--- src/design/assert_macros.svh ---
// Assertion macros shared by the RTL files that carry checks.
// No dependencies.
`ifndef ASSERT_MACROS_SVH
`define ASSERT_MACROS_SVH

// same-cycle implication
`define ASSERT_IMPLIES(name, clk, rst, ante, cons) \
   name: assert property (@(posedge clk) disable iff (rst) (ante) |-> (cons)) \
      else $error("same-cycle check failed");

// next-cycle implication
`define ASSERT_NEXT(name, clk, rst, ante, cons) \
   name: assert property (@(posedge clk) disable iff (rst) (ante) |=> (cons)) \
      else $error("next-cycle check failed");

`endif

--- src/design/bvs_pkg.sv ---
// Shared types, constants and helpers for the bit vector similarity unit.
// No dependencies.
package bvs_pkg;

   typedef enum logic [1:0] {
      MODE_TANIMOTO = 2'd0,
      MODE_DICE     = 2'd1,
      MODE_HAMMING  = 2'd2
   } metric_type;

   localparam int SCORE_W   = 17;
   localparam int FIELD_W   = 12;
   localparam int DIV_STEPS = 17;   // quotient bits of I * 2^17 / D
   localparam int STEP_W    = 5;

   function automatic logic [3:0] ones_in_byte(input logic [7:0] v);
      logic [3:0] n;
      n = '0;
      for (int k = 0; k < 8; k++) begin
         n = n + 4'(v[k]);
      end
      return n;
   endfunction

endpackage

--- src/design/bvs_if.sv ---
// Handshake interfaces for the byte pair stream and the result stream.
// Depends on nothing; used by the top level, front and back.
interface bvs_req_if;
   logic       valid;
   logic       ready;
   logic [7:0] byte_a;
   logic [7:0] byte_b;
   logic       last_byte;

   modport source (output valid, byte_a, byte_b, last_byte, input ready);
   modport sink   (input valid, byte_a, byte_b, last_byte, output ready);
endinterface

interface bvs_rsp_if;
   logic        valid;
   logic        ready;
   logic [16:0] score;
   logic [11:0] common_bits;
   logic [11:0] either_bits;
   logic [11:0] differing_bits;
   logic        overflow;

   modport source (output valid, score, common_bits, either_bits, differing_bits,
                   overflow, input ready);
   modport sink   (input valid, score, common_bits, either_bits, differing_bits,
                   overflow, output ready);
endinterface

--- src/design/bvs_front.sv ---
// Front end: takes byte pairs, keeps the AND/OR popcount totals and posts one
// job per vector pair to the queue. Depends on bvs_pkg and bvs_req_if.
module bvs_front #(
   parameter int MAX_BYTES = 256,
   parameter int CNT_W     = 12
) (
   input  logic                   clock,
   input  logic                   reset,
   bvs_req_if.sink                req,
   input  bvs_pkg::metric_type    metric_mode,
   output logic                   push_valid,
   input  logic                   push_ready,
   output logic [2*CNT_W+2:0]     push_data
);

   localparam int PAIR_W = $clog2(MAX_BYTES + 1);

   logic [CNT_W-1:0]  and_ff, and_in;
   logic [CNT_W-1:0]  or_ff, or_in;
   logic [PAIR_W-1:0] pairs_ff, pairs_in;
   logic              ovf_ff, ovf_in;

   logic              counting;
   logic              accept;
   logic [CNT_W-1:0]  and_sum, or_sum;
   logic              ovf_sum;

   assign req.ready  = push_ready;
   assign accept     = req.valid && req.ready;
   assign counting   = pairs_ff < PAIR_W'(MAX_BYTES);

   assign and_sum = and_ff + (counting ?
                    CNT_W'(bvs_pkg::ones_in_byte(req.byte_a & req.byte_b)) : '0);
   assign or_sum  = or_ff + (counting ?
                    CNT_W'(bvs_pkg::ones_in_byte(req.byte_a | req.byte_b)) : '0);
   assign ovf_sum = ovf_ff | !counting;

   // job layout: mode, overflow, union, intersection
   assign push_valid = req.valid && req.last_byte;
   assign push_data  = {metric_mode, ovf_sum, or_sum, and_sum};

   always_comb begin
      and_in   = and_ff;
      or_in    = or_ff;
      pairs_in = pairs_ff;
      ovf_in   = ovf_ff;
      if (accept) begin
         if (req.last_byte) begin
            and_in   = '0;
            or_in    = '0;
            pairs_in = '0;
            ovf_in   = 1'b0;
         end else begin
            and_in   = and_sum;
            or_in    = or_sum;
            ovf_in   = ovf_sum;
            if (counting) begin
               pairs_in = pairs_ff + PAIR_W'(1);
            end
         end
      end
   end

   always_ff @(posedge clock) begin
      if (reset) begin
         and_ff   <= '0;
         or_ff    <= '0;
         pairs_ff <= '0;
         ovf_ff   <= 1'b0;
      end else begin
         and_ff   <= and_in;
         or_ff    <= or_in;
         pairs_ff <= pairs_in;
         ovf_ff   <= ovf_in;
      end
   end

endmodule

--- src/design/bvs_queue.sv ---
// Two-entry job queue between the front and back ends.
// No package dependencies.
module bvs_queue #(
   parameter int DATA_W = 29
) (
   input  logic              clock,
   input  logic              reset,
   input  logic              push_valid,
   output logic              push_ready,
   input  logic [DATA_W-1:0] push_data,
   output logic              pop_valid,
   input  logic              pop_ready,
   output logic [DATA_W-1:0] pop_data
);

   logic [DATA_W-1:0] entries_ff [2];
   logic              wr_ptr_ff, wr_ptr_in;
   logic              rd_ptr_ff, rd_ptr_in;
   logic [1:0]        count_ff, count_in;
   logic              do_push, do_pop;

   assign push_ready = count_ff != 2'd2;
   assign pop_valid  = count_ff != 2'd0;
   assign pop_data   = entries_ff[rd_ptr_ff];
   assign do_push    = push_valid && push_ready;
   assign do_pop     = pop_valid && pop_ready;

   always_comb begin
      wr_ptr_in = do_push ? !wr_ptr_ff : wr_ptr_ff;
      rd_ptr_in = do_pop  ? !rd_ptr_ff : rd_ptr_ff;
      count_in  = count_ff + 2'(do_push) - 2'(do_pop);
   end

   always_ff @(posedge clock) begin
      if (do_push) begin
         entries_ff[wr_ptr_ff] <= push_data;
      end
   end

   always_ff @(posedge clock) begin
      if (reset) begin
         wr_ptr_ff <= 1'b0;
         rd_ptr_ff <= 1'b0;
         count_ff  <= '0;
      end else begin
         wr_ptr_ff <= wr_ptr_in;
         rd_ptr_ff <= rd_ptr_in;
         count_ff  <= count_in;
      end
   end

endmodule

--- src/design/bvs_back.sv ---
// Back end: takes a job, runs a bit-serial restoring divide for the ratio
// modes and holds the result in the output register. Depends on bvs_pkg, bvs_rsp_if.
module bvs_back #(
   parameter int CNT_W = 12
) (
   input  logic               clock,
   input  logic               reset,
   input  logic               job_valid,
   output logic               job_ready,
   input  logic [2*CNT_W+2:0] job_data,
   bvs_rsp_if.source          rsp
);

   localparam int DEN_W = CNT_W + 1;

   typedef enum logic [2:0] {
      ST_IDLE   = 3'b001,
      ST_DIVIDE = 3'b010,
      ST_WRITE  = 3'b100
   } state_type;

   state_type                  state_ff, state_in;
   logic [DEN_W-1:0]           rem_ff, rem_in;
   logic [DEN_W-1:0]           den_ff, den_in;
   logic [bvs_pkg::SCORE_W-1:0] quo_ff, quo_in;
   logic [bvs_pkg::STEP_W-1:0] step_ff, step_in;
   logic [CNT_W-1:0]           inter_ff, inter_in;
   logic [CNT_W-1:0]           uni_ff, uni_in;
   logic                       ovf_ff, ovf_in;

   logic                       rsp_valid_ff, rsp_valid_in;
   logic [bvs_pkg::SCORE_W-1:0] score_ff, score_in;
   logic [11:0]                common_ff, common_in;
   logic [11:0]                either_ff, either_in;
   logic [11:0]                differ_ff, differ_in;
   logic                       rsp_ovf_ff, rsp_ovf_in;

   bvs_pkg::metric_type        job_mode;
   logic                       job_ovf;
   logic [CNT_W-1:0]           job_uni, job_inter;
   logic [DEN_W-1:0]           job_den;
   logic                       is_ratio;
   logic [DEN_W:0]             trial;
   logic                       out_free;

   assign job_inter = job_data[CNT_W-1:0];
   assign job_uni   = job_data[2*CNT_W-1:CNT_W];
   assign job_ovf   = job_data[2*CNT_W];
   assign job_mode  = bvs_pkg::metric_type'(job_data[2*CNT_W+2:2*CNT_W+1]);

   // Tanimoto as I*2^17 / 2U shares the Dice datapath
   assign job_den  = (job_mode == bvs_pkg::MODE_TANIMOTO) ? {job_uni, 1'b0}
                     : DEN_W'(job_inter) + DEN_W'(job_uni);
   assign is_ratio = (job_mode == bvs_pkg::MODE_TANIMOTO) ||
                     (job_mode == bvs_pkg::MODE_DICE);

   assign trial     = {rem_ff, 1'b0};
   assign out_free  = !rsp_valid_ff || rsp.ready;
   assign job_ready = (state_ff == ST_IDLE);

   always_comb begin
      state_in     = state_ff;
      rem_in       = rem_ff;
      den_in       = den_ff;
      quo_in       = quo_ff;
      step_in      = step_ff;
      inter_in     = inter_ff;
      uni_in       = uni_ff;
      ovf_in       = ovf_ff;
      rsp_valid_in = rsp_valid_ff && !rsp.ready;
      score_in     = score_ff;
      common_in    = common_ff;
      either_in    = either_ff;
      differ_in    = differ_ff;
      rsp_ovf_in   = rsp_ovf_ff;
      case (state_ff)
         ST_IDLE: begin
            if (job_valid) begin
               inter_in = job_inter;
               uni_in   = job_uni;
               ovf_in   = job_ovf;
               den_in   = job_den;
               rem_in   = DEN_W'(job_inter);
               step_in  = '0;
               if (is_ratio && (job_den != '0)) begin
                  quo_in   = '0;
                  state_in = ST_DIVIDE;
               end else begin
                  // empty union, Hamming or unused mode
                  quo_in   = (job_mode == bvs_pkg::MODE_HAMMING) ?
                             bvs_pkg::SCORE_W'(job_uni - job_inter) : '0;
                  state_in = ST_WRITE;
               end
            end
         end
         ST_DIVIDE: begin
            if (trial >= {1'b0, den_ff}) begin
               rem_in = DEN_W'(trial - {1'b0, den_ff});
               quo_in = {quo_ff[bvs_pkg::SCORE_W-2:0], 1'b1};
            end else begin
               rem_in = DEN_W'(trial);
               quo_in = {quo_ff[bvs_pkg::SCORE_W-2:0], 1'b0};
            end
            step_in = step_ff + bvs_pkg::STEP_W'(1);
            if (step_ff == bvs_pkg::STEP_W'(bvs_pkg::DIV_STEPS - 1)) begin
               state_in = ST_WRITE;
            end
         end
         ST_WRITE: begin
            if (out_free) begin
               rsp_valid_in = 1'b1;
               score_in     = quo_ff;
               common_in    = 12'(inter_ff);
               either_in    = 12'(uni_ff);
               differ_in    = 12'(uni_ff - inter_ff);
               rsp_ovf_in   = ovf_ff;
               state_in     = ST_IDLE;
            end
         end
         default: begin
            state_in = ST_IDLE;
         end
      endcase
   end

   always_ff @(posedge clock) begin
      if (reset) begin
         state_ff     <= ST_IDLE;
         rsp_valid_ff <= 1'b0;
      end else begin
         state_ff     <= state_in;
         rsp_valid_ff <= rsp_valid_in;
      end
   end

   always_ff @(posedge clock) begin
      rem_ff     <= rem_in;
      den_ff     <= den_in;
      quo_ff     <= quo_in;
      step_ff    <= step_in;
      inter_ff   <= inter_in;
      uni_ff     <= uni_in;
      ovf_ff     <= ovf_in;
      score_ff   <= score_in;
      common_ff  <= common_in;
      either_ff  <= either_in;
      differ_ff  <= differ_in;
      rsp_ovf_ff <= rsp_ovf_in;
   end

   assign rsp.valid          = rsp_valid_ff;
   assign rsp.score          = score_ff;
   assign rsp.common_bits    = common_ff;
   assign rsp.either_bits    = either_ff;
   assign rsp.differing_bits = differ_ff;
   assign rsp.overflow       = rsp_ovf_ff;

endmodule

--- src/design/bit_vector_similarity_unit.sv ---
// Bit vector similarity unit: Tanimoto, Dice or Hamming over two fingerprints.
// Channels: req_port carries one byte pair per transfer (byte_a, byte_b,
// last_byte); rsp_port carries one result per vector pair (score,
// common_bits, either_bits, differing_bits, overflow).
// csr_wr_en/csr_wr_data write metric_mode (0 Tanimoto, 1 Dice, 2 Hamming).
// Throughput: the front end takes one byte pair every cycle while the job queue
// has room. Each ratio result takes the back end through idle, the one-bit-per-cycle
// divider and the write state; Hamming, an empty union or the unused mode skips the divider.
// A two-entry job queue lets the front run on while the back divides, so
// vector pairs of 19 or more bytes stream without stalls.
// After the last byte pair's transfer, the job passes through the queue, the back end's
// idle state, the divider (ratio modes only) and the write state into the result register.
// Reset (synchronous, active high) clears the totals, the queue, the result
// valid flag and sets metric_mode to Tanimoto.
// A stalled receiver holds the result register; the queue then fills and
// req_port.ready drops once two more vector jobs are waiting.
// Depends on bvs_pkg, bvs_if, bvs_front, bvs_queue, bvs_back, assert_macros.svh.
`include "assert_macros.svh"

module bit_vector_similarity_unit #(
   parameter int MAX_BYTES = 256
) (
   input  logic       clock,
   input  logic       reset,
   bvs_req_if.sink    req_port,
   bvs_rsp_if.source  rsp_port,
   input  logic       csr_wr_en,
   input  logic [1:0] csr_wr_data
);

   localparam int CNT_W = $clog2(8 * MAX_BYTES + 1);
   localparam int JOB_W = 2 * CNT_W + 3;

   bvs_pkg::metric_type metric_ff, metric_in;

   logic             push_valid, push_ready;
   logic [JOB_W-1:0] push_data;
   logic             job_valid, job_ready;
   logic [JOB_W-1:0] job_data;
   logic [11:0]      rsp_xor_calc;
   logic             last_xfer;

   assign metric_in = csr_wr_en ? bvs_pkg::metric_type'(csr_wr_data) : metric_ff;

   always_ff @(posedge clock) begin
      if (reset) begin
         metric_ff <= bvs_pkg::MODE_TANIMOTO;
      end else begin
         metric_ff <= metric_in;
      end
   end

   bvs_front #(
      .MAX_BYTES (MAX_BYTES),
      .CNT_W     (CNT_W)
   ) u_front (
      .clock       (clock),
      .reset       (reset),
      .req         (req_port),
      .metric_mode (metric_ff),
      .push_valid  (push_valid),
      .push_ready  (push_ready),
      .push_data   (push_data)
   );

   bvs_queue #(
      .DATA_W (JOB_W)
   ) u_queue (
      .clock      (clock),
      .reset      (reset),
      .push_valid (push_valid),
      .push_ready (push_ready),
      .push_data  (push_data),
      .pop_valid  (job_valid),
      .pop_ready  (job_ready),
      .pop_data   (job_data)
   );

   bvs_back #(
      .CNT_W (CNT_W)
   ) u_back (
      .clock     (clock),
      .reset     (reset),
      .job_valid (job_valid),
      .job_ready (job_ready),
      .job_data  (job_data),
      .rsp       (rsp_port)
   );

   assign rsp_xor_calc = rsp_port.either_bits - rsp_port.common_bits;
   assign last_xfer    = req_port.valid && req_port.ready && req_port.last_byte;

   `ASSERT_NEXT(a_reset_clears_rsp, clock, 1'b0, reset, !rsp_port.valid)
   `ASSERT_IMPLIES(a_xor_count, clock, reset, rsp_port.valid, rsp_port.differing_bits == rsp_xor_calc)
   `ASSERT_IMPLIES(a_score_range, clock, reset, rsp_port.valid, rsp_port.score <= 17'd65536)
   `ASSERT_IMPLIES(a_last_needs_room, clock, reset, last_xfer, push_ready)

endmodule

--- src/flat_wrapper.sv ---
// flat-port wrapper written by rule: the top's interface ports become plain ports
module bit_vector_similarity_unit_flat 
#(
   parameter int MAX_BYTES = 256
)
  (clock, reset, csr_wr_en, csr_wr_data, req_port_valid, req_port_byte_a, req_port_byte_b, req_port_last_byte, req_port_ready, rsp_port_valid, rsp_port_score, rsp_port_common_bits, rsp_port_either_bits, rsp_port_differing_bits, rsp_port_overflow, rsp_port_ready);
  bvs_req_if req_port_i ();
  bvs_rsp_if rsp_port_i ();
  input  logic clock;
  input  logic reset;
  input  logic csr_wr_en;
  input  logic [1:0] csr_wr_data;
  input wire logic [$bits(req_port_i.valid)-1:0] req_port_valid;
  input wire logic [$bits(req_port_i.byte_a)-1:0] req_port_byte_a;
  input wire logic [$bits(req_port_i.byte_b)-1:0] req_port_byte_b;
  input wire logic [$bits(req_port_i.last_byte)-1:0] req_port_last_byte;
  output wire logic [$bits(req_port_i.ready)-1:0] req_port_ready;
  output wire logic [$bits(rsp_port_i.valid)-1:0] rsp_port_valid;
  output wire logic [$bits(rsp_port_i.score)-1:0] rsp_port_score;
  output wire logic [$bits(rsp_port_i.common_bits)-1:0] rsp_port_common_bits;
  output wire logic [$bits(rsp_port_i.either_bits)-1:0] rsp_port_either_bits;
  output wire logic [$bits(rsp_port_i.differing_bits)-1:0] rsp_port_differing_bits;
  output wire logic [$bits(rsp_port_i.overflow)-1:0] rsp_port_overflow;
  input wire logic [$bits(rsp_port_i.ready)-1:0] rsp_port_ready;
  assign req_port_i.valid = req_port_valid;
  assign req_port_i.byte_a = req_port_byte_a;
  assign req_port_i.byte_b = req_port_byte_b;
  assign req_port_i.last_byte = req_port_last_byte;
  assign req_port_ready = req_port_i.ready;
  assign rsp_port_valid = rsp_port_i.valid;
  assign rsp_port_score = rsp_port_i.score;
  assign rsp_port_common_bits = rsp_port_i.common_bits;
  assign rsp_port_either_bits = rsp_port_i.either_bits;
  assign rsp_port_differing_bits = rsp_port_i.differing_bits;
  assign rsp_port_overflow = rsp_port_i.overflow;
  assign rsp_port_i.ready = rsp_port_ready;
  bit_vector_similarity_unit #(.MAX_BYTES(MAX_BYTES)) u_core (.clock(clock), .reset(reset), .req_port(req_port_i), .rsp_port(rsp_port_i), .csr_wr_en(csr_wr_en), .csr_wr_data(csr_wr_data));
endmodule
--- config.mk ---
export PLATFORM = sky130hd
export DESIGN_NAME = bit_vector_similarity_unit_flat
export DESIGN_NICKNAME = d
export VERILOG_FILES = /design/src/design/bvs_pkg.sv /design/src/design/bvs_if.sv /design/src/design/bvs_front.sv /design/src/design/bvs_queue.sv /design/src/design/bvs_back.sv /design/src/design/bit_vector_similarity_unit.sv /design/src/flat_wrapper.sv
export VERILOG_INCLUDE_DIRS = /design/src /design/src/design
export SDC_FILE = /design/constraint.sdc
export NUM_CORES = 1
export LEC_CHECK = 0
export BUFFER_PORTS_ARGS = -buffer_cell sky130_fd_sc_hd__buf_2
export CAP_MARGIN = 20
export CORE_UTILIZATION = 35
export CTS_CLUSTER_SIZE = 30
export DETAILED_ROUTE_END_ITERATION = 6
export HOLD_SLACK_MARGIN = 0.03
export MAX_ROUTING_LAYER = met4
export SKIP_LAST_GASP = 1
export SLEW_MARGIN = 40
export SYNTH_ARGS = -nofsm -noshare
export SYNTH_HDL_FRONTEND = slang
export SYNTH_SLANG_ARGS = --single-unit
--- constraint.sdc ---
create_clock -name clock -period 4.4 [get_ports clock]
set_input_delay 0.22 -clock clock [delete_from_list [all_inputs] [get_ports clock]]
set_output_delay 0.22 -clock clock [all_outputs]
set_load 0.01 [all_outputs]
* Yosys cells after proc, flatten, opt, wreduce, memory -nomap -nowiden *
Memory sizes are Yosys's and may differ from the RTL's. A register that Yosys moved wholly into a read port is not among the register bits.
Cells that the tools add are included.

word-level totals
  register bits after elaboration = 171
  bits in writable memories = 54
  memories = 1

memories
  memory                     words  bits a word  read ports  clocked after Yosys merged registers in  wr ports  RTL line         source
  u_core.u_queue.entries_ff  2      27           1           1                                        1         bvs_queue.sv:16  logic [DATA_W-1:0] entries_ff [2];

operators by class
  add/sub/neg operators = 24
  $lt $le $gt $ge = 2
  equality and inequality tests = 10
  mux-type cells = 29
  bitwise operators = 3
  reductions and logical operators = 23

operators by type and width
  cell                                                            number
  17-bit 2-to-1 mux                                               3
  13-bit 2-to-1 mux                                               3
  17-bit one-hot mux with 2 select lines                          1
  4-bit by 1-bit adder with 4-bit output                          8
  13-bit one-hot mux with 2 select lines                          1
  12-bit by 4-bit adder with 12-bit output                        2
  12-bit 2-to-1 mux                                               2
  9-bit 2-to-1 mux                                                2
  14-bit by 13-bit greater-or-equal comparator with 1-bit output  1
  12-bit by 12-bit adder with 13-bit output                       1
  13-bit nonzero test                                             1
  12-bit by 12-bit subtractor with 13-bit output                  1
  13-bit subtractor                                               1
  3-bit 2-to-1 mux                                                4
  12-bit subtractor                                               1
  5-bit one-hot mux with 2 select lines                           1
  9-bit by 1-bit adder with 9-bit output (second input constant)  1
  9-bit less-than comparator (second input constant)              1
  3-bit one-hot mux with 3 select lines                           1
  3-bit by 1-bit adder with 4-bit output                          2
  8-bit bitwise AND                                               1
  1-bit 2-to-1 mux                                                8
  4-bit 2-to-1 mux                                                2
  2-bit inequality test (second input constant)                   4
  21 further kinds                                                38

* Logic depth before layout (Yosys ltp) *
Gate-level depths: netlist of the first run.

  word-level depth = 11
  mapped depth = 20
  mapped depth without buffers = 20

* By module *
From an unflattened synthesis of the first run, not the netlist that was laid out.

second synthesis, totals
  cell total of the unflattened synthesis = 1053
  area, all modules = 11964.0 um^2

by module, submodules not included
  module                      instances  cells an instance  area an instance (um^2)  sequential area each (um^2)
  bvs_back                    1          614                7056.8                   3893.7
  bvs_front                   1          320                2627.5                   680.7
  bvs_queue                   1          113                2212.1                   1721.7
  bit_vector_similarity_unit  1          6                  67.6                     40.0

* Worst setup path after synthesis of the first run *
OpenSTA, ideal clock, no wires.

  kind = register to register
  start point = register with a tool-made name
  end point = register u_core.u_back.state_ff[2]
  arrival time = 4686 ps
  data required time = 4329 ps
  slack = -357 ps
  cell stages (with the launch flop) = 16
  period minus slack after synthesis = 4757 ps
  path through = dfxtp_1 buf_1 buf_1 buf_1 mux2_2 ha_1 inv_1 fa_1 nor2_2 o311a_4 o211a_1 o31a_1 or4_1 or4b_1 or4_1 a21oi_1

RTL lines
  what                  RTL line         source
  end signal, assigned  bvs_back.sv:131  state_ff <= state_in;
  end, declared         bvs_back.sv:22   state_type state_ff, state_in;

==> flow_summary.yaml, run 1 <==
outcome:
  outcome: "completed"
timing:
  period_minus_slack_ps: 4150
  tns_ps: 0
  max_slew_margin_pct: 51.8
  finalCritPeriodShare_pct: 94.2
  finalHoldViolCount: 0
  drv_slew: 0
  clock_skew_ps: 25.1
  setup_violations: 0
  tightest_slew_ps: 721
  hold_ws_ps: 106
  rsz0062_at_grt: "false"
  fmax_mhz: 241
placement:
  dpl_cell_area_um2: 12700
  place_congestion: 0.905
  io_buffer_count: 79
  dpl.hpwl_um: 17900
die:
  dieArea_um2: 33700
  coreArea_um2: 32500
  start_util_pct: 35.5
  num_io_pins: 80
  rows: 66
  die_y_um: 183
  die_w_um: 183
worst_setup_path:
  crit_fanout: 12
  critPathBufInv: 1
  crit_top_cell: "or4_1"
  crit_path_start_kind: "flop"
  criticalPathCategory: "flop to flop"
  crit_required_ps: 4840
  crit_path_cell_trace: "buf_4 > mux2_2 > ha_1 > nor2b_1 > or4_1 > o21ai_0 > a211oi_1 > or4_1 > or4b_1 > or4_1 > a21oi_1"
  crit_family: "simple AND/OR/NAND/NOR gates"
  arrival_ps: 4590
  cpPeakStageDelay_ps: 550
  crit_slowest_cell: "or4_1"
  endpoint_kind: "flop"
clock_network:
  insertion_delay_ps: 530
  cts_tree: "done"
  clock_tree.root_cell: "clkbuf_16"
  cts.clk_slew.worst_paths_ps: 60
  cts.htree.levels: 1
  cts_buffers: 25
  clkSinkCount: 226
  cts_buffer_depth: 3
routing:
  routed_wl_um: 24800
  first_pass_iters: 4
  drc: 0
  drt_iter0_drc: 536
  wl_per_cell_um: 15.6
  viasPerCell: 4.86
  antenna_left: 0
  num_vias: 7743
grt:
  grt_pass1_vias: 7320
  grt_start_max_net_pins: 55
  grt_usage_pct: 15.4
  antenna_found_initial: 0
  overflow: 0
  grt_pass1_wl_um: 39400
synthesis:
  synth_edf_count: 181
  synthFlopType: "edfxtp_1"
  synth.distinct_cells: 66
  synth_seq_area_share_pct: 55.0
  synth_seq_cells: 226
  netlist_instances: 1003
  synth_nets: 1108
  yosys_warnings: 0
  async_flop_share_pct: 0
  synth_area_per_cell_um2: 11.5
  netlist_area_um2: 11500
layout:
  drive_gt1_share_pct: 17.9
  final_nets: 1236
  seqCellArea_um2: 6340
  multi_input_area_um2: 4820
  fin_util_pct: 41.6
  diodes: 0
  fillers: 3087
  area_delta_synth_final_pct: 17.2
  fin_area_um2: 13500
job:
  cap_violations: 0
worst_hold_path:
  hold_class: "input port to flop"
pwr:
  p_total_mw: 8.55
  power_density_nw_per_um2: 633
  vdd.ir_drop.worst_mv: 0.322
  p_leak_nw: 5.42
==> worst register-to-register path, cell delays in order (launching register included) <==
cell and delay [ps]:
dfxtp_2 470, buf_4 270, mux2_2 430, ha_1 380, nor2b_1 80, or4_1 450
o21ai_0 180, a211oi_1 170, or4_1 550, or4b_1 550, or4_1 420, a21oi_1 130
==> where the power goes <==
group / switching, mW / leakage, nW / internal, mW
Combinational: 1.99 / 3.04 / 1.46
Sequential: 0.236 / 2.04 / 3.01
Clock: 0.808 / 0.346 / 1.05
==> routing by layer <==
layer | part of all wire, % | wire length [um] | track usage (%)
met1 | 49 | 12100 | 21.1
met2 | 45 | 11200 | 23.8
met3 | 3.4 | 847 | 1.76
met4 | 2.7 | 680 | 4.67
met5 | 0 | 0 | -
==> logic make-up (layout without fill, tap and decap cells) <==
group | Yosys count | in the layout | share of synthesized area, %
fa+ha+maj | 81 | 81 | 9.71
buf+inv | 101 | 248 | 3.38
simple gates | 294 | 294 | 12.5
xor+xnor | 62 | 62 | 4.71
mux | 35 | 35 | 3.32
compound gates | 204 | 204 | 11.4
flops | 226 | 226 | 55.0
==> repair_timing <==
item | CTS | global route
resized for setup | 0 | 1
hold buffers | 4 | 0
buffers inserted | 0 | 0
hold endpoints to repair | 2 | 0
endpoints found under the setup margin | 0 | 2
==> state kept, by name, indices dropped and copies added (netlist names), 2 cells and up, named ones only <==
signal and cells:
u_core.u_back.state_ff 3, u_core.u_back.quo_ff 17, u_core.u_back.rsp.either_bits 12, u_core.u_back.rem_ff 13
u_core.u_front.and_ff 12, u_core.u_front.pairs_ff 9, u_core.u_queue.entries_ff 54, u_core.u_back.step_ff 5
u_core.u_back.inter_ff 12, u_core.u_back.rsp.differing_bits 12, u_core.u_back.uni_ff 12, u_core.metric_ff 2
u_core.u_back.den_ff 13, u_core.u_back.rsp.common_bits 12, u_core.u_front.or_ff 12, u_core.u_queue.count_ff 2
u_core.u_back.rsp.score 17
==> cell usage after synthesis (7+ instances only) <==
master | count | area [um^2]
a21o_1 | 18 | 135
a21oi_1 | 64 | 320
a22oi_1 | 12 | 90.1
a31oi_1 | 7 | 43.8
and2_1 | 13 | 81.3
and3_1 | 9 | 56.3
clkbuf_1 | 25 | 93.8
dfxtp_1 | 45 | 901
edfxtp_1 | 181 | 5440
fa_1 | 14 | 280
ha_1 | 67 | 838
inv_1 | 69 | 259
mux2_2 | 26 | 293
mux2i_1 | 9 | 90.1
nand2_1 | 47 | 176
nand2b_1 | 13 | 81.3
nand3_1 | 13 | 65.1
nand3b_1 | 7 | 52.6
nor2_1 | 109 | 409
nor2b_1 | 20 | 125
nor3_1 | 17 | 85.1
nor4_1 | 9 | 56.3
o21a_1 | 7 | 52.6
o21ai_0 | 47 | 235
or2_2 | 8 | 50.1
or3_1 | 11 | 68.8
or4_1 | 8 | 60.1
xnor2_1 | 36 | 315
xor2_1 | 26 | 228
==> through the flow <==
stage          setup slack (ps)  std cells
6_report                    253       1592
3_5_place_dp               -244       1542
2_1_floorplan              16.5       1003
3_3_place_gp               -166       1542
5_1_grt                    40.3       1592
4_1_cts                    60.3       1592
==> layout by cell type (no fill, tap or decap), types with 11 or more instances in the layout <==
master	n
a21o_1	18
a21oi_1	63
a22oi_1	12
and2_1	13
buf_2	78
buf_4	50
clkbuf_1	11
clkbuf_16	25
dfxtp_1	44
edfxtp_1	181
fa_1	13
ha_1	67
inv_1	69
mux2_2	26
nand2_1	46
nand2b_1	13
nand3_1	13
nor2_1	106
nor2b_1	20
nor3_1	17
o21ai_0	45
or3_1	11
xnor2_1	36
xor2_1	26
==> layout make-up <==
class | count | area share (%)
sequential | 226 | 46.9
multi-input combinational | 676 | 35.7
timing repair buffer | 132 | 5.97
clock buffer | 36 | 4.94
tap | 442 | 4.10
inverter | 70 | 1.95
clock inverter | 10 | 0.398
==> path summary, 6_finish.rpt <==
path	cells past startpoint	slack (ps)	from	to
setup / recovery	11	250	flop	u_core.u_back.state_ff[2]
hold / removal	4	110	rsp_port_ready	u_core.u_back.rsp.valid
setup reg to reg	11	250	flop	u_core.u_back.state_ff[2]
hold reg to reg	0	420	u_core.u_back.quo_ff[16]	u_core.u_back.rsp.score[16]
No activity file was read; power rests on OpenSTA's default activity.
==> run 2: changes to the inputs <==
Settings changed: SYNTH_HIERARCHICAL from default to 1.
==> flow_summary.yaml, run 2 <==
outcome:
  outcome: "completed"
worst_setup_path:
  criticalPathCategory: "flop to flop"
  cpPeakStageDelay_ps: 500
  r2r_cells: 12
  crit_top_cell: "buf_4"
  crit_end: "u_core/u_back/state_ff[2]"
  crit_fanout: 19
  endpoint_kind: "flop"
  crit_slowest_cell: "or4_4"
  crit_path_start_kind: "flop"
  crit_path_cell_trace: "buf_4 > buf_4 > mux2_1 > ha_1 > nor2_1 > a2bb2oi_1 > a31oi_1 > o31a_1 > or4_4 > nor4_2 > a311oi_1 > nor3_1"
  reg2reg_to: "u_core/u_back/state_ff[2]"
  crit_required_ps: 4850
  arrival_ps: 4370
  r2r_setup_slack_ps: 480
synthesis:
  synth_seq_area_share_pct: 53.0
  async_flop_share_pct: 0
  synth_nets: 1157
  synth.distinct_cells: 84
  yosysMostFrequentCell: "edfxtp_1"
  yosys-top-cells-area: "edfxtp_1 45%, dfxtp_1 7.5%, ha_1 6.9%, nand2_1 2.9%, xnor2_1 2.8%"
  synth_top_area_share_pct: 45.4
  synth_top_cells_by_count: "181 x edfxtp_1, 91 x nand2_1, 80 x inv_1"
  netlist_instances: 1053
  synthFlopType: "edfxtp_1"
  synth_edf_count: 181
  synth_area_per_cell_um2: 11.4
  netlist_area_um2: 12000
  yosys.area.top_type: "edfxtp_1"
  synth_seq_cells: 226
  yosys_warnings: 6
placement:
  place_congestion: 0.890
  dp.cells: 1567
  dpl.hpwl_um: 18400
  io_buffer_count: 79
  dpl_cell_area_um2: 13000
die:
  die_y_um: 187
  die_w_um: 187
  start_util_pct: 35.6
  num_io_pins: 80
  dieArea_um2: 34900
  rows: 67
  coreArea_um2: 33600
timing:
  rsz0062_at_grt: "false"
  hold_ws_ps: 83.9
  fmax_mhz: 255
  finalCritPeriodShare_pct: 89.2
  max_slew_margin_pct: 52.5
  clock_skew_ps: 9.80
  finalHoldViolCount: 0
  drv_slew: 0
  period_minus_slack_ps: 3920
  tightest_slew_ps: 709
  setup_violations: 0
pwr:
  p_total_mw: 9.48
  p_leak_nw: 5.39
  power_density_nw_per_um2: 680
  vdd.ir_drop.worst_mv: 0.353
layout:
  fin_area_um2: 13900
  largestRegisters: "u_core/u_queue/entries_ff (54), u_core/u_back/quo_ff (17), u_core/u_back/rsp.score (17)"
  layout_common_cells: "181 x edfxtp_1, 91 x nand2_1, 79 x inv_1"
  largest_register_ffs: 54
  fin_cells: 1621
  drive_gt1_share_pct: 15.6
  seqCellArea_um2: 6340
  final_common_cell: "edfxtp_1"
  largest_register: "u_core/u_queue/entries_ff"
  final_nets: 1256
  multi_input_area_um2: 5120
  area_delta_synth_final_pct: 16.4
  fin_util_pct: 41.4
  fillers: 3173
worst_hold_path:
  min_path_cells: 4
  hold_class: "input port to flop"
clock_network:
  cts_buffer_depth: 3
  clock_tree.root_cell: "clkbuf_16"
  insertion_delay_ps: 540
  cts_tree: "done"
  cts.clk_slew.worst_paths_ps: 60
  cts.repair.resized: 0
  cts_buffers: 27
  cts.htree.levels: 1
  clkSinkCount: 226
grt:
  grt_start_max_net_pins: 48
  grt_usage_pct: 15.1
  antenna_found_initial: 0
  grt_pass1_wl_um: 41000
  grt_pass1_vias: 7810
  overflow: 0
routing:
  routed_wl_um: 25700
  drt_iter0_drc: 516
  antenna_left: 0
  first_pass_iters: 5
  viasPerCell: 5.02
  num_vias: 8136
  drc: 0
  wl_per_cell_um: 15.8
job:
  cap_violations: 0
run 2: changes by cell type after synthesis, sizes merged, moves of 7 or more:
cell,previous run,this run
nor2,110,72
a22oi,12,4
nand3,13,30
inv,70,80
a211oi,5,12
xor2,26,19
and4,0,7
a21o,18,6
nand2,47,91
buf,6,23
a21oi,64,42
run 2: logic make-up after synthesis:
kind of cell | synth area share [%]
adder cells (fa/ha/maj) | 9.24
multiplexers | 3.56
AND/OR/NAND/NOR | 14.6
AO/OA/AOI/OAI | 11.1
flip-flops | 53.0
XOR/XNOR | 4.17
buffers and inverters | 4.35
run 2: layer usage:
| metal | GRT usage [%] | share of wire, % |
|---|---|---|
| met1 | 19.4 | 45 |
| met2 | 24.3 | 47 |
| met3 | 2.06 | 4.9 |
| met4 | 5.67 | 3.2 |
| met5 | - | 0 |
run 2: layout make-up:
type / instances / share of cell area (%)
sequential: 226 / 45.5
multi-input combinational: 704 / 36.8
clock buffer: 33 / 5.01
timing repair buffer: 113 / 4.90
tap: 448 / 4.02
inverter: 80 / 2.16
clock inverter: 16 / 1.63
antenna: 1 / 0.0180
run 2: through the flow:
| step | setup slack, ps | TNS, ps |
|---|---|---|
| 4_1_cts | 528 | 0 |
| 6_report | 476 | 0 |
| 2_1_floorplan | 181 | 0 |
| 5_1_grt | 269 | 0 |
| 3_3_place_gp | -11.2 | -11.2 |
| 3_5_place_dp | -39.6 | -186 |
run 2: worst min-delay path by stage:
stage                                             end                     start
after floorplan             u_core/u_back/state_ff[1]                     reset
after detailed placement  u_core/u_back/rsp.score[16]  u_core/u_back/quo_ff[16]
final                         u_core/u_back/rsp.valid            rsp_port_ready
after global placement     u_core/u_back/rsp.overflow      u_core/u_back/ovf_ff
after CTS                     u_core/u_back/rsp.valid            rsp_port_ready
after global routing          u_core/u_back/rsp.valid            rsp_port_ready
run 2: where the power goes:
group	switching (mW)	internal [mW]	total [mW]	leakage, nW
clock network	0.866	1.43	2.29	0.455
logic	2.36	1.58	3.94	2.89
registers	0.201	3.04	3.25	2.04
run 2: critical path: cells and delay by family (launching register included):
family / cells / cell delay (ps)
DFF: 1 / 300
AOI/OAI and AO/OA: 4 / 980
buffers and inverters: 2 / 520
muxes: 1 / 440
adders and majority gates: 1 / 480
and+or+nand+nor: 4 / 1080
run 2: timing repair:
action                                 CTS  global route
endpoints found under the hold margin    2             0
setup buffers                            0             0
hold buffers                             4             0
